## config.mk

```make
export PLATFORM = sky130hd
export DESIGN_NAME = tiny_accumulator_cpu_step_core
export DESIGN_NICKNAME = d
export VERILOG_FILES = /design/src/design/tacs_pkg.sv /design/src/design/tacs_ram.sv /design/src/design/tiny_accumulator_cpu_step_core.sv
export SDC_FILE = /design/constraint.sdc
export NUM_CORES = 2
export LEC_CHECK = 0
export ABC_CLOCK_PERIOD_IN_PS = 6400
export BUFFER_PORTS_ARGS = -buffer_cell sky130_fd_sc_hd__buf_4
export CAP_MARGIN = 30
export CORE_UTILIZATION = 55
export DETAILED_ROUTE_END_ITERATION = 10
export PLACE_DENSITY_LB_ADDON = 0.3
export SLEW_MARGIN = 25
export SYNTH_ARGS = -nofsm -noshare
export SYNTH_HDL_FRONTEND = slang
export SYNTH_SLANG_ARGS = --single-unit
```

## constraint.sdc

```tcl
create_clock -name i_clk -period 6.4 [get_ports i_clk]
set_input_delay 0.32 -clock i_clk [delete_from_list [all_inputs] [get_ports i_clk]]
set_output_delay 0.32 -clock i_clk [all_outputs]
set_load 0.05 [all_outputs]
```

## src/design/tacs_pkg.sv

```systemverilog
// ----------------------------------------------------------------------------
// tacs_pkg
// Types and codes shared by the tiny accumulator processor step core.
// ----------------------------------------------------------------------------
package tacs_pkg;

    localparam logic [1:0] OP_WRITE = 2'd0;
    localparam logic [1:0] OP_EXEC  = 2'd1;
    localparam logic [1:0] OP_READ  = 2'd2;

    localparam logic [1:0] ST_EXEC    = 2'd0;
    localparam logic [1:0] ST_HALTED  = 2'd1;
    localparam logic [1:0] ST_UNKNOWN = 2'd2;
    localparam logic [1:0] ST_ACCESS  = 2'd3;

    localparam logic [7:0] OPC_HLT  = 8'h00;
    localparam logic [7:0] OPC_LOAD = 8'h01;
    localparam logic [7:0] OPC_MOV  = 8'h04;
    localparam logic [7:0] OPC_ADD  = 8'h08;
    localparam logic [7:0] OPC_SUB  = 8'h11;
    localparam logic [7:0] OPC_JGZ  = 8'h23;

    localparam int unsigned NUM_REGS = 8;
    localparam int unsigned REG_W    = 32;

    typedef struct packed {
        logic [1:0] operation;
        logic [7:0] address;
        logic [7:0] data;
    } t_cmd;

    typedef struct packed {
        logic [1:0]         status;
        logic [7:0]         pc_after;
        logic signed [31:0] acc_value;
        logic               reg_written;
        logic [2:0]         reg_index;
        logic signed [31:0] reg_value;
    } t_result;

endpackage

```

## src/design/tacs_ram.sv

```systemverilog
// ----------------------------------------------------------------------------
// tacs_ram
// Generic synchronous RAM, one write port and one registered read port.
// ----------------------------------------------------------------------------
module tacs_ram #(
    parameter int WIDTH = 8,
    parameter int DEPTH = 256
) (
    input  logic                     i_clk,
    input  logic                     i_we,
    input  logic [$clog2(DEPTH)-1:0] i_waddr,
    input  logic [WIDTH-1:0]         i_wdata,
    input  logic [$clog2(DEPTH)-1:0] i_raddr,
    output logic [WIDTH-1:0]         o_rdata
);

    logic [WIDTH-1:0] r_mem [DEPTH];
    logic [WIDTH-1:0] r_rdata;

    always_ff @(posedge i_clk) begin
        if (i_we) begin
            r_mem[i_waddr] <= i_wdata;
        end
        r_rdata <= r_mem[i_raddr];
    end

    assign o_rdata = r_rdata;

endmodule

```

## src/design/tiny_accumulator_cpu_step_core.sv

```systemverilog
// ----------------------------------------------------------------------------
// tiny_accumulator_cpu_step_core
// A write, and an execute while halted, are reported straight from S_IDLE;
// a register read passes through S_RDREG, and an execute through S_OPC, S_B1
// and S_B2, bound by three program memory reads. One item is in flight at a time.
// Synchronous reset clears PC, accumulator, halt flag and the valid bits of
// both memories; unwritten entries read as zero.
// ----------------------------------------------------------------------------
module tiny_accumulator_cpu_step_core
    import tacs_pkg::*;
#(
    parameter int MEM_DEPTH = 256
) (
    input  logic    i_clk,
    input  logic    i_rst_n,
    input  logic    start,
    output logic    busy,
    input  t_cmd    i_cmd,
    output logic    o_done,
    output t_result o_result
);

    localparam int AW = $clog2(MEM_DEPTH);
    localparam int RW = $clog2(NUM_REGS);
    localparam logic [12:0] DEPTH_W = 13'(MEM_DEPTH);

    typedef enum logic [2:0] {
        S_IDLE,
        S_OPC,
        S_B1,
        S_B2,
        S_RDREG
    } t_state;

    // reduce an address below 16*MEM_DEPTH modulo MEM_DEPTH
    function automatic logic [7:0] f_wrap(input logic [8:0] v);
        logic [12:0] t;
        t = {4'd0, v};
        for (int k = 3; k >= 0; k--) begin
            if (t >= (DEPTH_W << k)) begin
                t = t - (DEPTH_W << k);
            end
        end
        return t[7:0];
    endfunction

    t_state                 r_state;
    logic [7:0]             r_pc;
    logic [REG_W-1:0]       r_acc;
    logic                   r_halted;
    logic [MEM_DEPTH-1:0]   r_mvalid;
    logic [NUM_REGS-1:0]    r_rvalid;
    logic                   r_mv;
    logic                   r_rva;
    logic                   r_rvb;
    logic [7:0]             r_opc;
    logic [7:0]             r_b1;
    logic [RW-1:0]          r_ridx;
    logic                   r_done;
    t_result                r_result;

    logic                   accept;
    logic                   mem_we;
    logic [7:0]             waddr_wrap;
    logic [7:0]             raddr_wrap;
    logic [AW-1:0]          mem_waddr;
    logic [AW-1:0]          mem_raddr;
    logic [7:0]             mem_rdata;
    logic [7:0]             mbyte;
    logic [RW-1:0]          ra_addr;
    logic [RW-1:0]          rb_addr;
    logic [REG_W-1:0]       ra_rdata;
    logic [REG_W-1:0]       rb_rdata;
    logic [REG_W-1:0]       rega;
    logic [REG_W-1:0]       regb;

    logic [1:0]             x_status;
    logic [7:0]             x_pc;
    logic [REG_W-1:0]       x_acc;
    logic                   x_halt;
    logic                   x_wr;
    logic [RW-1:0]          x_idx;
    logic [REG_W-1:0]       x_val;
    logic                   reg_we;

    assign accept     = start && (r_state == S_IDLE);
    assign busy       = (r_state != S_IDLE);
    assign mem_we     = accept && (i_cmd.operation == OP_WRITE);
    assign waddr_wrap = f_wrap({1'b0, i_cmd.address});
    assign mem_waddr  = waddr_wrap[AW-1:0];
    assign mbyte      = r_mv ? mem_rdata : 8'd0;
    assign rega       = r_rva ? ra_rdata : '0;
    assign regb       = r_rvb ? rb_rdata : '0;
    assign reg_we     = (r_state == S_B2) && x_wr;

    always_comb begin
        unique case (r_state)
            S_OPC:   raddr_wrap = f_wrap({1'b0, r_pc} + 9'd1);
            S_B1:    raddr_wrap = f_wrap({1'b0, r_pc} + 9'd2);
            default: raddr_wrap = r_pc;
        endcase
        mem_raddr = raddr_wrap[AW-1:0];
        if (r_state == S_B1) begin
            ra_addr = mbyte[2:0];
            rb_addr = mbyte[5:3];
        end else begin
            ra_addr = i_cmd.address[2:0];
            rb_addr = i_cmd.address[2:0];
        end
    end

    // instruction execution, valid in S_B2 (operand byte 2 on mbyte)
    always_comb begin
        x_status = ST_EXEC;
        x_pc     = r_pc;
        x_acc    = r_acc;
        x_halt   = 1'b0;
        x_wr     = 1'b0;
        x_idx    = '0;
        x_val    = '0;
        unique case (r_opc)
            OPC_HLT: begin
                x_halt   = 1'b1;
                x_status = ST_HALTED;
            end
            OPC_LOAD: begin
                x_wr  = 1'b1;
                x_idx = r_b1[2:0];
                x_val = {24'd0, mbyte};
                x_pc  = f_wrap({1'b0, r_pc} + 9'd3);
            end
            OPC_MOV: begin
                x_wr  = 1'b1;
                x_idx = r_b1[5:3];
                x_val = rega;
                x_pc  = f_wrap({1'b0, r_pc} + 9'd2);
            end
            OPC_ADD: begin
                x_wr  = 1'b1;
                x_idx = r_b1[5:3];
                x_val = regb + rega;
                x_acc = regb + rega;
                x_pc  = f_wrap({1'b0, r_pc} + 9'd2);
            end
            OPC_SUB: begin
                x_wr  = 1'b1;
                x_idx = r_b1[2:0];
                x_val = rega - {24'd0, mbyte};
                x_acc = rega - {24'd0, mbyte};
                x_pc  = f_wrap({1'b0, r_pc} + 9'd3);
            end
            OPC_JGZ: begin
                if ((r_acc != '0) && !r_acc[REG_W-1]) begin
                    x_pc = f_wrap({1'b0, r_b1});
                end else begin
                    x_pc = f_wrap({1'b0, r_pc} + 9'd2);
                end
            end
            default: begin
                x_status = ST_UNKNOWN;
            end
        endcase
    end

    always_ff @(posedge i_clk) begin
        if (!i_rst_n) begin
            r_state  <= S_IDLE;
            r_pc     <= '0;
            r_acc    <= '0;
            r_halted <= 1'b0;
            r_mvalid <= '0;
            r_rvalid <= '0;
            r_mv     <= 1'b0;
            r_rva    <= 1'b0;
            r_rvb    <= 1'b0;
            r_opc    <= '0;
            r_b1     <= '0;
            r_ridx   <= '0;
            r_done   <= 1'b0;
            r_result <= '0;
        end else begin
            r_done <= 1'b0;
            r_mv   <= r_mvalid[mem_raddr];
            r_rva  <= r_rvalid[ra_addr];
            r_rvb  <= r_rvalid[rb_addr];
            if (mem_we) begin
                r_mvalid[mem_waddr] <= 1'b1;
            end
            unique case (r_state)
                S_IDLE: begin
                    if (accept) begin
                        r_result <= '{
                            status:    ((i_cmd.operation == OP_EXEC) && r_halted) ?
                                       ST_HALTED : ST_ACCESS,
                            pc_after:  r_pc,
                            acc_value: r_acc,
                            default:   '0
                        };
                        r_ridx   <= i_cmd.address[2:0];
                        unique case (i_cmd.operation)
                            OP_EXEC: begin
                                if (r_halted) begin
                                    r_done  <= 1'b1;
                                end else begin
                                    r_state <= S_OPC;
                                end
                            end
                            OP_READ: begin
                                r_state <= S_RDREG;
                            end
                            default: begin
                                r_done <= 1'b1;
                            end
                        endcase
                    end
                end
                S_OPC: begin
                    r_opc   <= mbyte;
                    r_state <= S_B1;
                end
                S_B1: begin
                    r_b1    <= mbyte;
                    r_state <= S_B2;
                end
                S_B2: begin
                    r_pc     <= x_pc;
                    r_acc    <= x_acc;
                    r_halted <= r_halted | x_halt;
                    if (x_wr) begin
                        r_rvalid[x_idx] <= 1'b1;
                    end
                    r_result.status      <= x_status;
                    r_result.pc_after    <= x_pc;
                    r_result.acc_value   <= x_acc;
                    r_result.reg_written <= x_wr;
                    r_result.reg_index   <= x_idx;
                    r_result.reg_value   <= x_val;
                    r_done               <= 1'b1;
                    r_state              <= S_IDLE;
                end
                S_RDREG: begin
                    r_result.reg_index <= r_ridx;
                    r_result.reg_value <= rega;
                    r_done             <= 1'b1;
                    r_state            <= S_IDLE;
                end
                default: begin
                    r_state <= S_IDLE;
                end
            endcase
        end
    end

    tacs_ram #(
        .WIDTH (8),
        .DEPTH (MEM_DEPTH)
    ) u_prog_mem (
        .i_clk   (i_clk),
        .i_we    (mem_we),
        .i_waddr (mem_waddr),
        .i_wdata (i_cmd.data),
        .i_raddr (mem_raddr),
        .o_rdata (mem_rdata)
    );

    // two copies of the register file give the source and destination reads
    tacs_ram #(
        .WIDTH (REG_W),
        .DEPTH (NUM_REGS)
    ) u_regs_a (
        .i_clk   (i_clk),
        .i_we    (reg_we),
        .i_waddr (x_idx),
        .i_wdata (x_val),
        .i_raddr (ra_addr),
        .o_rdata (ra_rdata)
    );

    tacs_ram #(
        .WIDTH (REG_W),
        .DEPTH (NUM_REGS)
    ) u_regs_b (
        .i_clk   (i_clk),
        .i_we    (reg_we),
        .i_waddr (x_idx),
        .i_wdata (x_val),
        .i_raddr (rb_addr),
        .o_rdata (rb_rdata)
    );

    assign o_done   = r_done;
    assign o_result = r_result;

endmodule

```

==> impl_metrics.tcl <==
set metrics [dict create \
    max_freq_mhz 175 \
    overflow 0 \
    post-place-ws_ns 0.851 \
    drv_slew 0 \
    hold_viol_final 2 \
    cts.reportedPaths.clkPinSlew_ns 0.06 \
    wirelength_um 337000 \
    synth_ff_type "edfxtp_1" \
    cts_max_path_buffers 4 \
    syn_avg_cell_area_um2 14.0 \
    fin_crit_ns 5.72 \
    track_usage_pct 32.0 \
    hp-class "in -> reg" \
    chipHeight_um 456 \
    rows 166 \
    grt_pass1_vias 71103 \
    drt.antenna.violating_nets 0 \
    ys_warn_count 0 \
    grt_start_max_net_pins 171 \
    hold_ws_ns -0.00145 \
    cp_max_fo 45 \
    power.total_mw 41.8 \
    nets 8350 \
    post-route-period-util_pct 89.3 \
    num_vias 74389 \
    clockRootBuffer "clkbuf_16" \
    worst_slack_ns 0.682 \
    crit_path_start_kind "flop" \
    numCtsBuffers 294 \
    fin_util_pct 62.3 \
    synth_edf_count 2304 \
    crit_arrival_ns 6.60 \
    drive_above_1_share_pct 15.5 \
    cts_resized 0 \
    fin_setup_tns_ns 0 \
    drc_errors 0 \
    rsz0062_at_grt "no" \
    skew_ns 0.0773 \
    die_w_um 456 \
    synth-seq-cells 2785 \
    path_cells "inv_1 -> ha_1 -> or3b_2 -> a21boi_1 -> or2_4 -> buf_4 -> mux2i_1 -> a221oi_1 -> a31oi_1 -> o211ai_1 -> nand3_1 -> o21ai_0 -> o2bb2ai_1" \
    die-area_um2 208000 \
    firstDrtPassIters 6 \
    coreArea_um2 205000 \
    synth_nets 8161 \
    holdPathStages 1 \
    synth_cell_type_count 84 \
    netlist_instances 8105 \
    portBuffers 100 \
    crit_slowest_cell "o211ai_1" \
    status "complete, but fails checks" \
    start_util_pct 55.4 \
    antenna_found_initial 9 \
    drt_iter0_drc 11296 \
    violations "negative hold slack" \
    ctsHtreeMaxLevel 5 \
    critPathKind "reg -> reg" \
    required_ns 7.28 \
    via_per_inst 6.64 \
    async_flop_share_pct 0 \
    place_hpwl_um 209000 \
    clk_latency_ns 0.94 \
    peakVddDrop_mv 0.320 \
    max_stage_delay_ns 0.76 \
    r2r_cells 13 \
    syn_to_final_growth_pct 12.6 \
    wl_per_cell_um 30.1 \
    yosysSeqAreaShare_pct 69.6 \
    power_per_cell_area_nw_per_um2 328 \
    globalplace.congestion 0.962 \
    finalSetupViolCount 0 \
    p_leak_nw 42.6 \
    grt_pass1_wl_um 487000 \
    fin_area_um2 128000 \
    end_kind "flop" \
    worstMarginPinSlew_ns 1.15 \
    ios 101 \
    slew_headroom_pct 23.0 \
    cts_sinks 2785 \
    synth_area_um2 113000 \
    cts_tree "done" \
    placed_cell_area_um2 118000 \
    cap_violations 0 \
]
==> critical path: cells and delay by family (launching register included) <==
kind / cells / cell delay (ns)
AOI/OAI and AO/OA: 6 / 1.98
muxes: 1 / 0.15
DFF: 1 / 0.57
and+or+nand+nor: 3 / 1.64
adders and majority gates: 1 / 0.35
buffers and inverters: 2 / 0.92
==> cell usage in the layout, fill, tap and decap left out, types with 15 or more instances in the layout <==
cell type / instances
nand4_1: 27
and2_1: 58
nor3_1: 37
buf_4: 332
o22ai_1: 127
inv_1: 46
o21a_1: 15
a22o_1: 30
mux2i_1: 43
bufinv_16: 20
xor2_1: 25
dfxtp_1: 479
a22oi_1: 112
nor4bb_1: 16
a211oi_1: 26
a21oi_1: 267
xnor2_1: 43
o2111ai_1: 19
clkbuf_16: 303
nor2_1: 974
o21ai_0: 228
buf_12: 29
and3_1: 23
a21o_1: 16
a221oi_1: 25
clkinv_2: 31
a31oi_1: 45
clkbuf_1: 90
clkinv_1: 24
nand3_1: 646
nand2_1: 1156
edfxtp_1: 2304
nor4_1: 24
a32oi_1: 16
ha_1: 33
mux4_2: 467
or3_1: 17
clkbuf_8: 35
==> state kept, by name (all words and copies together), names as in the netlist, 8 cells and up <==
name and count:
o_result 78, r_acc 32, r_b1 8, r_mvalid 256
r_opc 8, r_pc 8, r_rvalid 8, u_prog_mem.o_rdata 8
u_prog_mem.r_mem 2048, u_regs_a.o_rdata 32, u_regs_a.r_mem 256, u_regs_b.o_rdata 32
==> synth_stat cells, types with 9 or more instances <==
master | number | area, um2
a211oi_1 | 26 | 195
a21o_1 | 16 | 120
a21oi_1 | 272 | 1360
a221oi_1 | 25 | 219
a222oi_1 | 11 | 110
a22o_1 | 30 | 263
a22oi_1 | 112 | 841
a31oi_1 | 45 | 282
a32oi_1 | 16 | 140
and2_1 | 59 | 369
and3_1 | 23 | 144
buf_1 | 45 | 169
buf_2 | 120 | 601
buf_4 | 18 | 135
clkbuf_1 | 314 | 1180
dfxtp_1 | 481 | 9630
edfxtp_1 | 2304 | 69200
ha_1 | 33 | 413
inv_1 | 46 | 173
mux2i_1 | 43 | 430
mux4_2 | 467 | 10500
nand2_1 | 1158 | 4350
nand2b_1 | 12 | 75.1
nand3_1 | 651 | 3260
nand4_1 | 27 | 169
nor2_1 | 987 | 3700
nor2b_1 | 13 | 81.3
nor3_1 | 40 | 200
nor3b_1 | 9 | 67.6
nor4_1 | 25 | 156
nor4bb_1 | 16 | 160
o2111ai_1 | 19 | 166
o211ai_1 | 13 | 97.6
o21a_1 | 15 | 113
o21ai_0 | 232 | 1160
o221ai_1 | 14 | 123
o22ai_1 | 127 | 795
o31a_1 | 10 | 87.6
or3_1 | 17 | 106
xnor2_1 | 47 | 412
xor2_1 | 29 | 254
==> power by group <==
part           switching, mW  leakage [nW]  internal (mW)
Sequential             0.254          24.2           19.7
Combinational           3.40          13.9           1.84
Clock                   6.83          4.51           9.79
Total                   10.5          42.6           31.4
==> layer usage <==
layer | up-vias | routed length [um] | global-route usage (%) | share of wire, %
li1 | 31022 | - | - | -
met1 | 37248 | 122000 | 42.5 | 36
met2 | 5110 | 156000 | 49.9 | 46
met3 | 1005 | 37600 | 6.39 | 11
met4 | 4 | 21200 | 17.9 | 6.3
met5 | - | 27 | 0 | 0.0080
==> cell type report <==
type                       instances  area (um2)
clock inverter                    86         942
antenna                           11        27.5
timing repair buffer             397        3440
inverter                          47         184
sequential                      2785       78800
tap                             2688        3360
multi-input combinational       4769       32500
clock buffer                     422        8300
fill                           14360       77000
==> path summary, 6_finish.rpt <==
path                             startpoint                           endpoint  slack, ns
setup / recovery       r_pc[0]$_SDFFE_PN0P_                    r_mv$_SDFF_PN0_       0.68
hold / removal                     i_cmd[5]  u_prog_mem.r_mem[88][5]$_DFFE_PP_     -0.001
setup reg to reg       r_pc[0]$_SDFFE_PN0P_                    r_mv$_SDFF_PN0_       0.68
hold reg to reg   o_result[68]$_SDFFE_PN0P_          o_result[68]$_SDFFE_PN0P_       0.46
==> metrics by stage <==
stage	hold slack (ns)	std cells
floorplan	0.419	8105
global placement	0.440	10622
detailed placement	0.451	10640
CTS	0.0201	11161
global route	0.0182	11198
finish	-0.00145	11205
==> cell families after synthesis <==
logic type,count (synthesis),synth area share (%)
DFF,2785,69.6
xor gates and xnor gates,78,0.616
muxes,512,9.69
adders and majority gates,38,0.426
and+or+nand+nor,3076,11.6
buffers and inverters,551,2.06
AOI/OAI and AO/OA,1065,5.99
==> timing repair <==
item                      CTS  global route
setup buffers               0             0
hold buffers               13             0
hold endpoints to repair   43             0
Power figures use the tool's default switching activity.
